--- config.mk ---
export PLATFORM = sky130hd
export DESIGN_NAME = multichannel_sensor_averager
export DESIGN_NICKNAME = d
export VERILOG_FILES = /design/src/sv/msa_pkg.sv /design/src/sv/multichannel_sensor_averager.sv /design/src/sv/msa_divider.sv /design/src/sv/msa_store.sv
export SDC_FILE = /design/constraint.sdc
export NUM_CORES = 1
export LEC_CHECK = 0
export BUFFER_PORTS_ARGS = -buffer_cell sky130_fd_sc_hd__buf_2
export CORE_MARGIN = 4
export CORE_UTILIZATION = 56
export CTS_CLUSTER_DIAMETER = 40
export DETAILED_ROUTE_END_ITERATION = 10
export PLACE_DENSITY_LB_ADDON = 0.25
export SYNTH_ARGS = -nofsm -noshare
export SYNTH_HDL_FRONTEND = slang
export SYNTH_SLANG_ARGS = --single-unit
--- constraint.sdc ---
create_clock -name clk_i -period 5 [get_ports clk_i]
set_input_delay 0.5 -clock clk_i [delete_from_list [all_inputs] [get_ports clk_i]]
set_output_delay 0.5 -clock clk_i [all_outputs]
set_load 0.02 [all_outputs]
--- src/sv/msa_pkg.sv ---
package msa_pkg;

  // default configuration of the top level
  localparam int unsigned CHANNELS_DEF    = 16;
  localparam int unsigned COUNT_WIDTH_DEF = 16;

  // fixed field widths
  localparam int unsigned CH_W      = 4;
  localparam int unsigned READING_W = 16;
  localparam int unsigned AVG_W     = 16;
  localparam int unsigned SHIFT_AMT = 3;
  localparam int unsigned SAMPLE_W  = READING_W - SHIFT_AMT;

  localparam logic [AVG_W-1:0] EMPTY_RESET = 16'h4000;

  // request opcodes
  typedef enum logic {
    OP_SAMPLE = 1'b0,
    OP_REPORT = 1'b1
  } op_e;

  // sequencer states
  typedef enum logic [2:0] {
    ST_IDLE,
    ST_SMP_RD,
    ST_SMP_WR,
    ST_RPT_RD,
    ST_RPT_CHK,
    ST_RPT_DIV,
    ST_RPT_EMIT
  } state_e;

endpackage

--- src/sv/multichannel_sensor_averager.sv ---
// Sample request: read and update states in the block, not ready meanwhile.
// Report request: per channel a read and a check, then, when the channel has samples,
// a pass through the shared serial divider, then an emit, plus any wait on the
// output register.
// Reset (async, active low) clears all sums and counts through per-entry valid
// bits at once and sets the empty code to 0x4000; no clearing pass.
module multichannel_sensor_averager #(
  parameter int unsigned CHANNELS    = msa_pkg::CHANNELS_DEF,
  parameter int unsigned COUNT_WIDTH = msa_pkg::COUNT_WIDTH_DEF
) (
  input  logic                         clk_i,
  input  logic                         rst_ni,
  input  logic                         in_valid_i,
  output logic                         in_ready_o,
  input  logic                         opcode_i,
  input  logic [msa_pkg::CH_W-1:0]      channel_i,
  input  logic [msa_pkg::READING_W-1:0] raw_reading_i,
  input  logic                         read_ok_i,
  output logic                         out_valid_o,
  input  logic                         out_ready_i,
  output logic [msa_pkg::CH_W-1:0]      out_channel_o,
  output logic [msa_pkg::AVG_W-1:0]     average_o,
  output logic                         last_o,
  input  logic                         cfg_we_i,
  input  logic [msa_pkg::AVG_W-1:0]     cfg_wdata_i
);

  localparam int unsigned SUM_W = msa_pkg::SAMPLE_W + COUNT_WIDTH;
  localparam int unsigned IDX_W = (CHANNELS > 1) ? $clog2(CHANNELS) : 1;

  msa_pkg::state_e state_q, state_d;

  logic [IDX_W-1:0]             addr_q, addr_d;
  logic [msa_pkg::SAMPLE_W-1:0] sample_q, sample_d;
  logic [msa_pkg::AVG_W-1:0]    res_q, res_d;
  logic [msa_pkg::AVG_W-1:0]    empty_code_q;

  logic                      out_valid_q, out_valid_d;
  logic                      out_load;
  logic [msa_pkg::CH_W-1:0]  out_channel_q;
  logic [msa_pkg::AVG_W-1:0] average_q;
  logic                      last_q;

  logic                   rd_en, wr_en, clr_en;
  logic [SUM_W-1:0]       wr_sum, rd_sum;
  logic [COUNT_WIDTH-1:0] wr_cnt, rd_cnt;

  logic             div_start, div_done;
  logic [SUM_W-1:0] quotient;

  logic ch_in_range;
  logic last_ch;

  assign ch_in_range = 32'(channel_i) < CHANNELS;
  assign last_ch     = addr_q == IDX_W'(CHANNELS - 1);

  msa_store #(
    .CHANNELS    (CHANNELS),
    .SUM_W       (SUM_W),
    .COUNT_WIDTH (COUNT_WIDTH),
    .IDX_W       (IDX_W)
  ) u_store (
    .clk_i    (clk_i),
    .rst_ni   (rst_ni),
    .addr_i   (addr_q),
    .rd_en_i  (rd_en),
    .wr_en_i  (wr_en),
    .clr_en_i (clr_en),
    .wr_sum_i (wr_sum),
    .wr_cnt_i (wr_cnt),
    .rd_sum_o (rd_sum),
    .rd_cnt_o (rd_cnt)
  );

  msa_divider #(
    .DIVIDEND_W (SUM_W),
    .DIVISOR_W  (COUNT_WIDTH)
  ) u_div (
    .clk_i      (clk_i),
    .rst_ni     (rst_ni),
    .start_i    (div_start),
    .dividend_i (rd_sum),
    .divisor_i  (rd_cnt),
    .done_o     (div_done),
    .quotient_o (quotient)
  );

  // updated entry for a sample
  assign wr_sum = SUM_W'(rd_sum + SUM_W'(sample_q));
  assign wr_cnt = COUNT_WIDTH'(rd_cnt + 1'b1);

  // sequencer
  always_comb begin
    state_d    = state_q;
    addr_d     = addr_q;
    sample_d   = sample_q;
    res_d      = res_q;
    in_ready_o = 1'b0;
    rd_en      = 1'b0;
    wr_en      = 1'b0;
    clr_en     = 1'b0;
    div_start  = 1'b0;
    out_load   = 1'b0;
    case (state_q)
      msa_pkg::ST_IDLE: begin
        in_ready_o = 1'b1;
        if (in_valid_i) begin
          if (opcode_i == msa_pkg::OP_REPORT) begin
            addr_d  = '0;
            state_d = msa_pkg::ST_RPT_RD;
          end else if (read_ok_i && ch_in_range) begin
            addr_d   = IDX_W'(channel_i);
            sample_d = raw_reading_i[msa_pkg::READING_W-1:msa_pkg::SHIFT_AMT];
            state_d  = msa_pkg::ST_SMP_RD;
          end
        end
      end
      msa_pkg::ST_SMP_RD: begin
        rd_en   = 1'b1;
        state_d = msa_pkg::ST_SMP_WR;
      end
      msa_pkg::ST_SMP_WR: begin
        // a full count drops the sample
        wr_en   = ~&rd_cnt;
        state_d = msa_pkg::ST_IDLE;
      end
      msa_pkg::ST_RPT_RD: begin
        rd_en   = 1'b1;
        state_d = msa_pkg::ST_RPT_CHK;
      end
      msa_pkg::ST_RPT_CHK: begin
        clr_en = 1'b1;
        if (rd_cnt == '0) begin
          res_d   = empty_code_q;
          state_d = msa_pkg::ST_RPT_EMIT;
        end else begin
          div_start = 1'b1;
          state_d   = msa_pkg::ST_RPT_DIV;
        end
      end
      msa_pkg::ST_RPT_DIV: begin
        if (div_done) begin
          res_d   = quotient[msa_pkg::AVG_W-1:0];
          state_d = msa_pkg::ST_RPT_EMIT;
        end
      end
      msa_pkg::ST_RPT_EMIT: begin
        if (!out_valid_q || out_ready_i) begin
          out_load = 1'b1;
          if (last_ch) begin
            state_d = msa_pkg::ST_IDLE;
          end else begin
            addr_d  = addr_q + 1'b1;
            state_d = msa_pkg::ST_RPT_RD;
          end
        end
      end
      default: begin
        state_d = msa_pkg::ST_IDLE;
      end
    endcase
  end

  // output register valid
  always_comb begin
    out_valid_d = out_valid_q;
    if (out_load) begin
      out_valid_d = 1'b1;
    end else if (out_ready_i) begin
      out_valid_d = 1'b0;
    end
  end

  always_ff @(posedge clk_i or negedge rst_ni) begin
    if (!rst_ni) begin
      state_q      <= msa_pkg::ST_IDLE;
      out_valid_q  <= 1'b0;
      addr_q       <= '0;
      empty_code_q <= msa_pkg::EMPTY_RESET;
    end else begin
      state_q     <= state_d;
      out_valid_q <= out_valid_d;
      addr_q      <= addr_d;
      if (cfg_we_i) begin
        empty_code_q <= cfg_wdata_i;
      end
    end
  end

  // payload registers
  always_ff @(posedge clk_i) begin
    sample_q <= sample_d;
    res_q    <= res_d;
    if (out_load) begin
      out_channel_q <= msa_pkg::CH_W'(addr_q);
      average_q     <= res_q;
      last_q        <= last_ch;
    end
  end

  assign out_valid_o   = out_valid_q;
  assign out_channel_o = out_channel_q;
  assign average_o     = average_q;
  assign last_o        = last_q;

endmodule

--- src/sv/msa_divider.sv ---
// Restoring divider, one quotient bit per cycle.
module msa_divider #(
  parameter int unsigned DIVIDEND_W = 29,
  parameter int unsigned DIVISOR_W  = 16
) (
  input  logic                  clk_i,
  input  logic                  rst_ni,
  input  logic                  start_i,
  input  logic [DIVIDEND_W-1:0] dividend_i,
  input  logic [DIVISOR_W-1:0]  divisor_i,
  output logic                  done_o,
  output logic [DIVIDEND_W-1:0] quotient_o
);

  localparam int unsigned CNT_W = $clog2(DIVIDEND_W + 1);

  logic                  busy_q, busy_d;
  logic                  done_q, done_d;
  logic [CNT_W-1:0]      cnt_q, cnt_d;
  logic [DIVISOR_W-1:0]  rem_q, rem_d;
  logic [DIVISOR_W-1:0]  dvsr_q, dvsr_d;
  logic [DIVIDEND_W-1:0] quo_q, quo_d;

  logic [DIVISOR_W:0] shifted;
  logic [DIVISOR_W:0] diff;

  // one trial subtraction per step
  always_comb begin
    shifted = {rem_q, quo_q[DIVIDEND_W-1]};
    diff    = shifted - {1'b0, dvsr_q};
    busy_d  = busy_q;
    done_d  = 1'b0;
    cnt_d   = cnt_q;
    rem_d   = rem_q;
    dvsr_d  = dvsr_q;
    quo_d   = quo_q;
    if (start_i) begin
      busy_d = 1'b1;
      cnt_d  = CNT_W'(DIVIDEND_W);
      rem_d  = '0;
      dvsr_d = divisor_i;
      quo_d  = dividend_i;
    end else if (busy_q) begin
      if (!diff[DIVISOR_W]) begin
        rem_d = diff[DIVISOR_W-1:0];
        quo_d = {quo_q[DIVIDEND_W-2:0], 1'b1};
      end else begin
        rem_d = shifted[DIVISOR_W-1:0];
        quo_d = {quo_q[DIVIDEND_W-2:0], 1'b0};
      end
      cnt_d = cnt_q - 1'b1;
      if (cnt_q == CNT_W'(1)) begin
        busy_d = 1'b0;
        done_d = 1'b1;
      end
    end
  end

  always_ff @(posedge clk_i or negedge rst_ni) begin
    if (!rst_ni) begin
      busy_q <= 1'b0;
      done_q <= 1'b0;
      cnt_q  <= '0;
    end else begin
      busy_q <= busy_d;
      done_q <= done_d;
      cnt_q  <= cnt_d;
    end
  end

  // datapath, no reset
  always_ff @(posedge clk_i) begin
    rem_q  <= rem_d;
    dvsr_q <= dvsr_d;
    quo_q  <= quo_d;
  end

  assign done_o     = done_q;
  assign quotient_o = quo_q;

endmodule

--- src/sv/msa_store.sv ---
// Per-channel sum/count memory with a valid bit per entry.
// An entry that is not valid reads as zero sum and zero count.
module msa_store #(
  parameter int unsigned CHANNELS    = 16,
  parameter int unsigned SUM_W       = 29,
  parameter int unsigned COUNT_WIDTH = 16,
  parameter int unsigned IDX_W       = 4
) (
  input  logic                   clk_i,
  input  logic                   rst_ni,
  input  logic [IDX_W-1:0]       addr_i,
  input  logic                   rd_en_i,
  input  logic                   wr_en_i,
  input  logic                   clr_en_i,
  input  logic [SUM_W-1:0]       wr_sum_i,
  input  logic [COUNT_WIDTH-1:0] wr_cnt_i,
  output logic [SUM_W-1:0]       rd_sum_o,
  output logic [COUNT_WIDTH-1:0] rd_cnt_o
);

  logic [SUM_W+COUNT_WIDTH-1:0] mem [CHANNELS];
  logic [SUM_W+COUNT_WIDTH-1:0] rdata_q;
  logic [CHANNELS-1:0]          valid_q;
  logic                         rvalid_q;

  // memory array: one write, one registered read
  always_ff @(posedge clk_i) begin
    if (wr_en_i) begin
      mem[addr_i] <= {wr_sum_i, wr_cnt_i};
    end
    if (rd_en_i) begin
      rdata_q <= mem[addr_i];
    end
  end

  // valid bits: set on write, cleared as a report drains each entry
  always_ff @(posedge clk_i or negedge rst_ni) begin
    if (!rst_ni) begin
      valid_q  <= '0;
      rvalid_q <= 1'b0;
    end else begin
      if (wr_en_i) begin
        valid_q[addr_i] <= 1'b1;
      end else if (clr_en_i) begin
        valid_q[addr_i] <= 1'b0;
      end
      if (rd_en_i) begin
        rvalid_q <= valid_q[addr_i];
      end
    end
  end

  assign rd_sum_o = rvalid_q ? rdata_q[SUM_W+COUNT_WIDTH-1:COUNT_WIDTH] : '0;
  assign rd_cnt_o = rvalid_q ? rdata_q[COUNT_WIDTH-1:0] : '0;

endmodule
Yosys cells after proc, flatten, opt, wreduce, memory -nomap -nowiden
Memories as Yosys holds them, arrays and structs flattened. A register that Yosys moved wholly into a read port is not among the register bits.
Cells that the tools add are included.
- bits in registers: 159
- latch bits: 0
- memory bits (writable): 720
- ROM bits: 0
- bits of input ports: 43
- output and inout port bits: 23
- logic and storage cells: 109
- memories: 1
- add/sub/neg operators: 5
- multipliers: 0
- divide/modulo/power cells: 0
- $lt $le $gt $ge: 2
- equal/unequal tests: 14
- shifts and indexed selects: 0
- mux-type cells: 49
- bitwise logic cells: 4
- reduce and logical (&&, ||, !) cells: 17
- memories (memory ; depth ; bits a word ; rd ports ; clocked after Yosys merged registers in ; wr ports ; line ; RTL):
    u_store.mem ; 16 ; 45 ; 1 ; 1 ; 1 ; msa_store.sv:21 ; logic [SUM_W+COUNT_WIDTH-1:0] mem [CHANNELS];
- operators by type and width (operator ; number):
    $mux W16 ; 6
    $mux W29 ; 3
    $pmux W16 S2 ; 1
    $add A29 B13 Y29 ; 1
    $mux W1 ; 21
    $mux W4 ; 5
    $pmux W3 S6 ; 1
    $sub A17 B16 Y17 ; 1
    $add A16 B1 Y16 const B ; 1
    $and A16 B16 Y16 ; 1
    $logic_not A16 Y1 ; 1
    $not A16 Y16 ; 1
    $or A16 B16 Y16 ; 1
    $reduce_and A16 Y1 ; 1
    $mux W3 ; 5
    $mux W5 ; 2
    $reduce_bool A2 Y1 ; 5
    $eq A3 B3 Y1 const B ; 3
    $ne A2 B2 Y1 const B ; 4
    $pmux W4 S2 ; 1
    $reduce_and A4 Y1 ; 2
    $eq A3 B2 Y1 const B ; 2
    $eq A5 B1 Y1 const B ; 1
    $lt A4 B5 Y1 const B ; 1
    other kinds (18) ; 20

Logic depth before layout (Yosys ltp)
- depth in word-level cells: 8
- gate-level depth with buffers: 14

By module
A second synthesis with hierarchy kept.
- cell total of the unflattened synthesis: 1851
- area total of the unflattened synthesis: 37372.1 um^2
- by module, submodules not included (module ; times used ; cells an instance ; area each (um^2) ; sequential area each (um^2)):
    msa_store ; 1 ; 1182 ; 29560.9 ; 23397.4
    multichannel_sensor_averager ; 1 ; 355 ; 4149.0 ; 2103.3
    msa_divider ; 1 ; 314 ; 3662.3 ; 1846.8

Worst setup path after synthesis
Ideal clock, no wire load.
- kind: register -> register
- start point: register u_store.rvalid_q
- end point: memory u_store.mem[4][0] (netlist name) (enable)
- data arrival time: 4.236 ns
- required time: 4.552 ns
- setup slack: 0.316 ns
- stages on the path, launching flop included: 13
- buffers on the path: 4
- period minus slack after synthesis: 4.684 ns
- cells stage by stage: dfrtp_1 > clkbuf_1 > clkbuf_1 > clkbuf_1 > clkbuf_1 > nand2_1 > inv_1 > ha_1 > nand2_1 > nor2_1 > a31oi_1 > nand2_1 > nor2_1
- word-level cells in the longest chain between the ends: 6
- ends and longest elaborated chain (element ; line ; RTL):
    start: declaration ; msa_store.sv:24 ; logic rvalid_q;
    start signal: assignment ; msa_store.sv:48 ; rvalid_q <= valid_q[addr_i];
    $mux W16 ; msa_store.sv:54 ; assign rd_cnt_o = rvalid_q ? rdata_q[COUNT_WIDTH-1:0] : '0;
    named net rd_cnt[0] ; multichannel_sensor_averager.sv:46 ; logic [COUNT_WIDTH-1:0] wr_cnt, rd_cnt;
    $reduce_and A16 Y1 ; multichannel_sensor_averager.sv:124 ; wr_en = ~&rd_cnt;
    $logic_not A1 Y1 ; multichannel_sensor_averager.sv:124 ;
    $mux W1 ; multichannel_sensor_averager.sv:104 ; case (state_q)
    $mux W1 ; msa_store.sv:28 ; if (wr_en_i) begin
    $mux W1 (implied by the code) ; msa_store.sv:29 ; mem[addr_i] <= {wr_sum_i, wr_cnt_i};
    end: declaration ; msa_store.sv:21 ;
The timed path passes the listed nets, and every way through them passes these cells.

Worst setup path in the final report
- start point: register u_store.rvalid_q
- end point: memory u_store.mem[3][41] (netlist name) (enable)
The elaborated chain is that of the path after synthesis.

==> qor.csv <==
metric;value;unit
status;completed;
route.vias.total;18572;
cp.buffers_inverters;3;
layout_commonest_cell;edfxtp_1;
totalNegativeSetupSlack;0;ns
crit_arrival;4.31;ns
yosys_warnings;0;
slew_viol_final;0;
clock_tree_from_tritoncts;yes;
firstDrtPassIters;5;
rsz0062_at_grt;false;
detail_route.drc_violations;0;
worstPathCellList;buf_4 > nand2_1 > inv_1 > ha_1 > nand2_1 > nor2_1 > a31oi_1 > nand2_1 > nor2_4 > buf_12;
cts.repair_timing.setup_buffer_count;0;
pin_count_of_the_biggest_net_entering_global_routing;163;
fin_worst_hold_slack;0.0438;ns
clockBufferDepth;3;
yosysUniqueCellTypes;62;
cts_inserted_buffers;113;
layout.nets;2106;
post-route-period-util;79.9;%
die_height;265;µm
worst-setup-path-type;flop to flop;
first_global_vias;19427;
slew_headroom;8.68;%
synth_xor_xnor_area_share;1.13;%
core_area;65700;µm²
final_util;65.2;%
cap_violations;0;
muxShareOfSynthArea;15.6;%
stdcell_count;2984;
antennaDiodeCount;0;
seq_area_frac_synth;73.8;%
place_congestion;0.840;
tritoncts_num_sinks;924;
fp.dieW;265;µm
global_route_wire_length_before_repair;122;mm
timing.fmax;0.250;GHz
critPathMostFrequentCell;nand2_1;
flip_flop_and_latch_count_after_synthesis;924;
hpwlAfterDp;42.0;mm
layout.filler_cells;4210;
area_growth_from_synthesis_to_layout;15.7;%
p_leak;14.3;nW
startpoint_type;flop;
adder_cell_fraction_of_synth_area;1.36;%
syn-num-nets;1963;
critical_path_peak_fanout;34;
mostFrequentLayoutCells;edfxtp_1, mux4_2, clkbuf_16, nand2_1, o21ai_0;
clock-root-buffer;clkbuf_16;
post_synthesis_simple_gate_area_fraction;3.66;%
antenna_found_initial;0;
overall_fraction_of_global_route_tracks_in_use;23.3;%
critPathSlowestCell;nor2_4;
ratio_of_cells_with_drive_above_1_in_the_final_layout;29.1;%
synth_top_family_by_area;multiplexers;
place_worst_setup_slack;1.04;ns
crit_path_max_cell_delay;0.59;ns
clock_insertion_delay_worst_skew;0.67;ns
setup_slack_of_the_critical_path_after_layout;1.00;ns
syn_area_per_cell;19.7;µm²
die_footprint;70400;µm²
synth_compound_gate_area_share;3.07;%
endpoint_kind;flop;
ir_drop;0.573;mV
h-tree-depth;3;
share_of_flip_flops_with_an_asynchronous_set_or_reset_after_synthesis;5.19;%
mappedNetlistArea;37100;µm²
routedWlPerCell;27.2;µm
drt-vias-per-instance;6.22;
fp-row-count;94;
post_synth_inst_count;1881;
count_of_flip_flops_with_a_built_in_enable_after_synthesis;860;
tightest_slew;1.36;ns
postSynth.topFlopCell;edfxtp_1;
clk_pin_slew_worst_paths;0.06;ns
initial_core_util;56.4;%
wl;81.1;mm
final.setup_skew;0.0258;ns
power.density;632;nW/µm²
worst_path_dominant_cell_family;simple AND/OR/NAND/NOR gates;
timing.critical_path.required;5.32;ns
grt_remaining_overflow;0;
hold_class;input pin to flop;
pin_count;66;
number_of_routed_nets_with_antenna_violations;0;
drt_iter0_markers;2186;
setup_viol;0;
timing.final.hold_violations;0;
buffer_ports.inserted;62;
final_period_minus_worst_setup_slack;4.00;ns
placedCellCount;2767;
-- repair_timing --
action,CTS,global route
hold buffers,6,0
resized for setup,0,0
hold endpoints to repair,6,0
-- area by class of cell --
cell class	instances	area, µm²	share of cell area [%]
Sequential cell	924	27400	63.8
Multi-Input combinational cell	832	9330	21.8
Clock buffer	124	2930	6.84
Clock inverter	87	1130	2.63
Tap cell	864	1080	2.52
Timing Repair Buffer	114	903	2.11
Inverter	39	146	0.341
-- report_power, final --
part	internal, mW	switching (mW)
combinational	3.09	4.13
sequential	10.6	0.674
clock	5.34	3.27
total	19.0	8.08
-- metal layers --
metal | vias up | GRT usage (%) | share of wire (%)
li1 | 7966 | - | -
met1 | 9675 | 32.5 | 40
met2 | 798 | 38.5 | 50
met3 | 133 | 4.50 | 7.7
met4 | 0 | 6.08 | 2.3
met5 | - | 0 | 0
-- cells by family after synthesis --
| logic type | count (synthesis) |
|---|---|
| flip-flops | 924 |
| multiplexers | 285 |
| AND/OR/NAND/NOR | 274 |
| AO/OA/AOI/OAI | 186 |
| buffers and inverters | 125 |
| XOR/XNOR | 48 |
| adder cells (fa/ha/maj) | 39 |
-- state kept, by name, summed over array words and instances (netlist names), 5 cells and up, named ones only --
name	flops
u_store.mem	720
u_store.rdata_q	45
u_div.quotient_o	29
average_o	16
empty_code_q	16
res_q	16
u_div.dvsr_q	16
u_div.rem_q	16
sample_q	13
u_div.cnt_q	5
-- synth_stat cells (28+ instances only) --
cell | count | area, µm²
edfxtp_1 | 860 | 25800
mux4_2 | 230 | 5180
nand2_1 | 89 | 334
o21ai_0 | 76 | 380
clkbuf_1 | 56 | 210
a21oi_1 | 48 | 240
nor2_1 | 48 | 180
dfrtp_1 | 47 | 1180
mux2_2 | 45 | 507
inv_1 | 39 | 146
ha_1 | 37 | 463
and2_1 | 36 | 225
nand3_1 | 28 | 140
-- final timing paths --
| check | to | slack (ns) | cells after the start | startpoint |
|---|---|---|---|---|
| setup / recovery | u_store.mem[3][41] | 1.00 | 10 | u_store.rvalid_q |
| hold / removal | sample_q[5] | 0.04 | 1 | raw_reading_i[8] |
| setup reg to reg | u_store.mem[3][41] | 1.00 | 10 | u_store.rvalid_q |
| hold reg to reg | average_o[8] | 0.42 | 0 | res_q[8] |
| max in group asynchronous | addr_q[0] | 4.09 | 1 | rst_ni |
| min in group asynchronous | empty_code_q[7] | 0.07 | 1 | rst_ni |
-- per-stage QoR --
step,total power [mW],cell area [µm²]
after CTS,27.3,42900
after floorplan,16.5,37100
after global placement,18.3,38800
final,27.1,42900
after detailed placement,18.6,38800
after global routing,28.3,42900
Power figures use the tool's default switching activity.
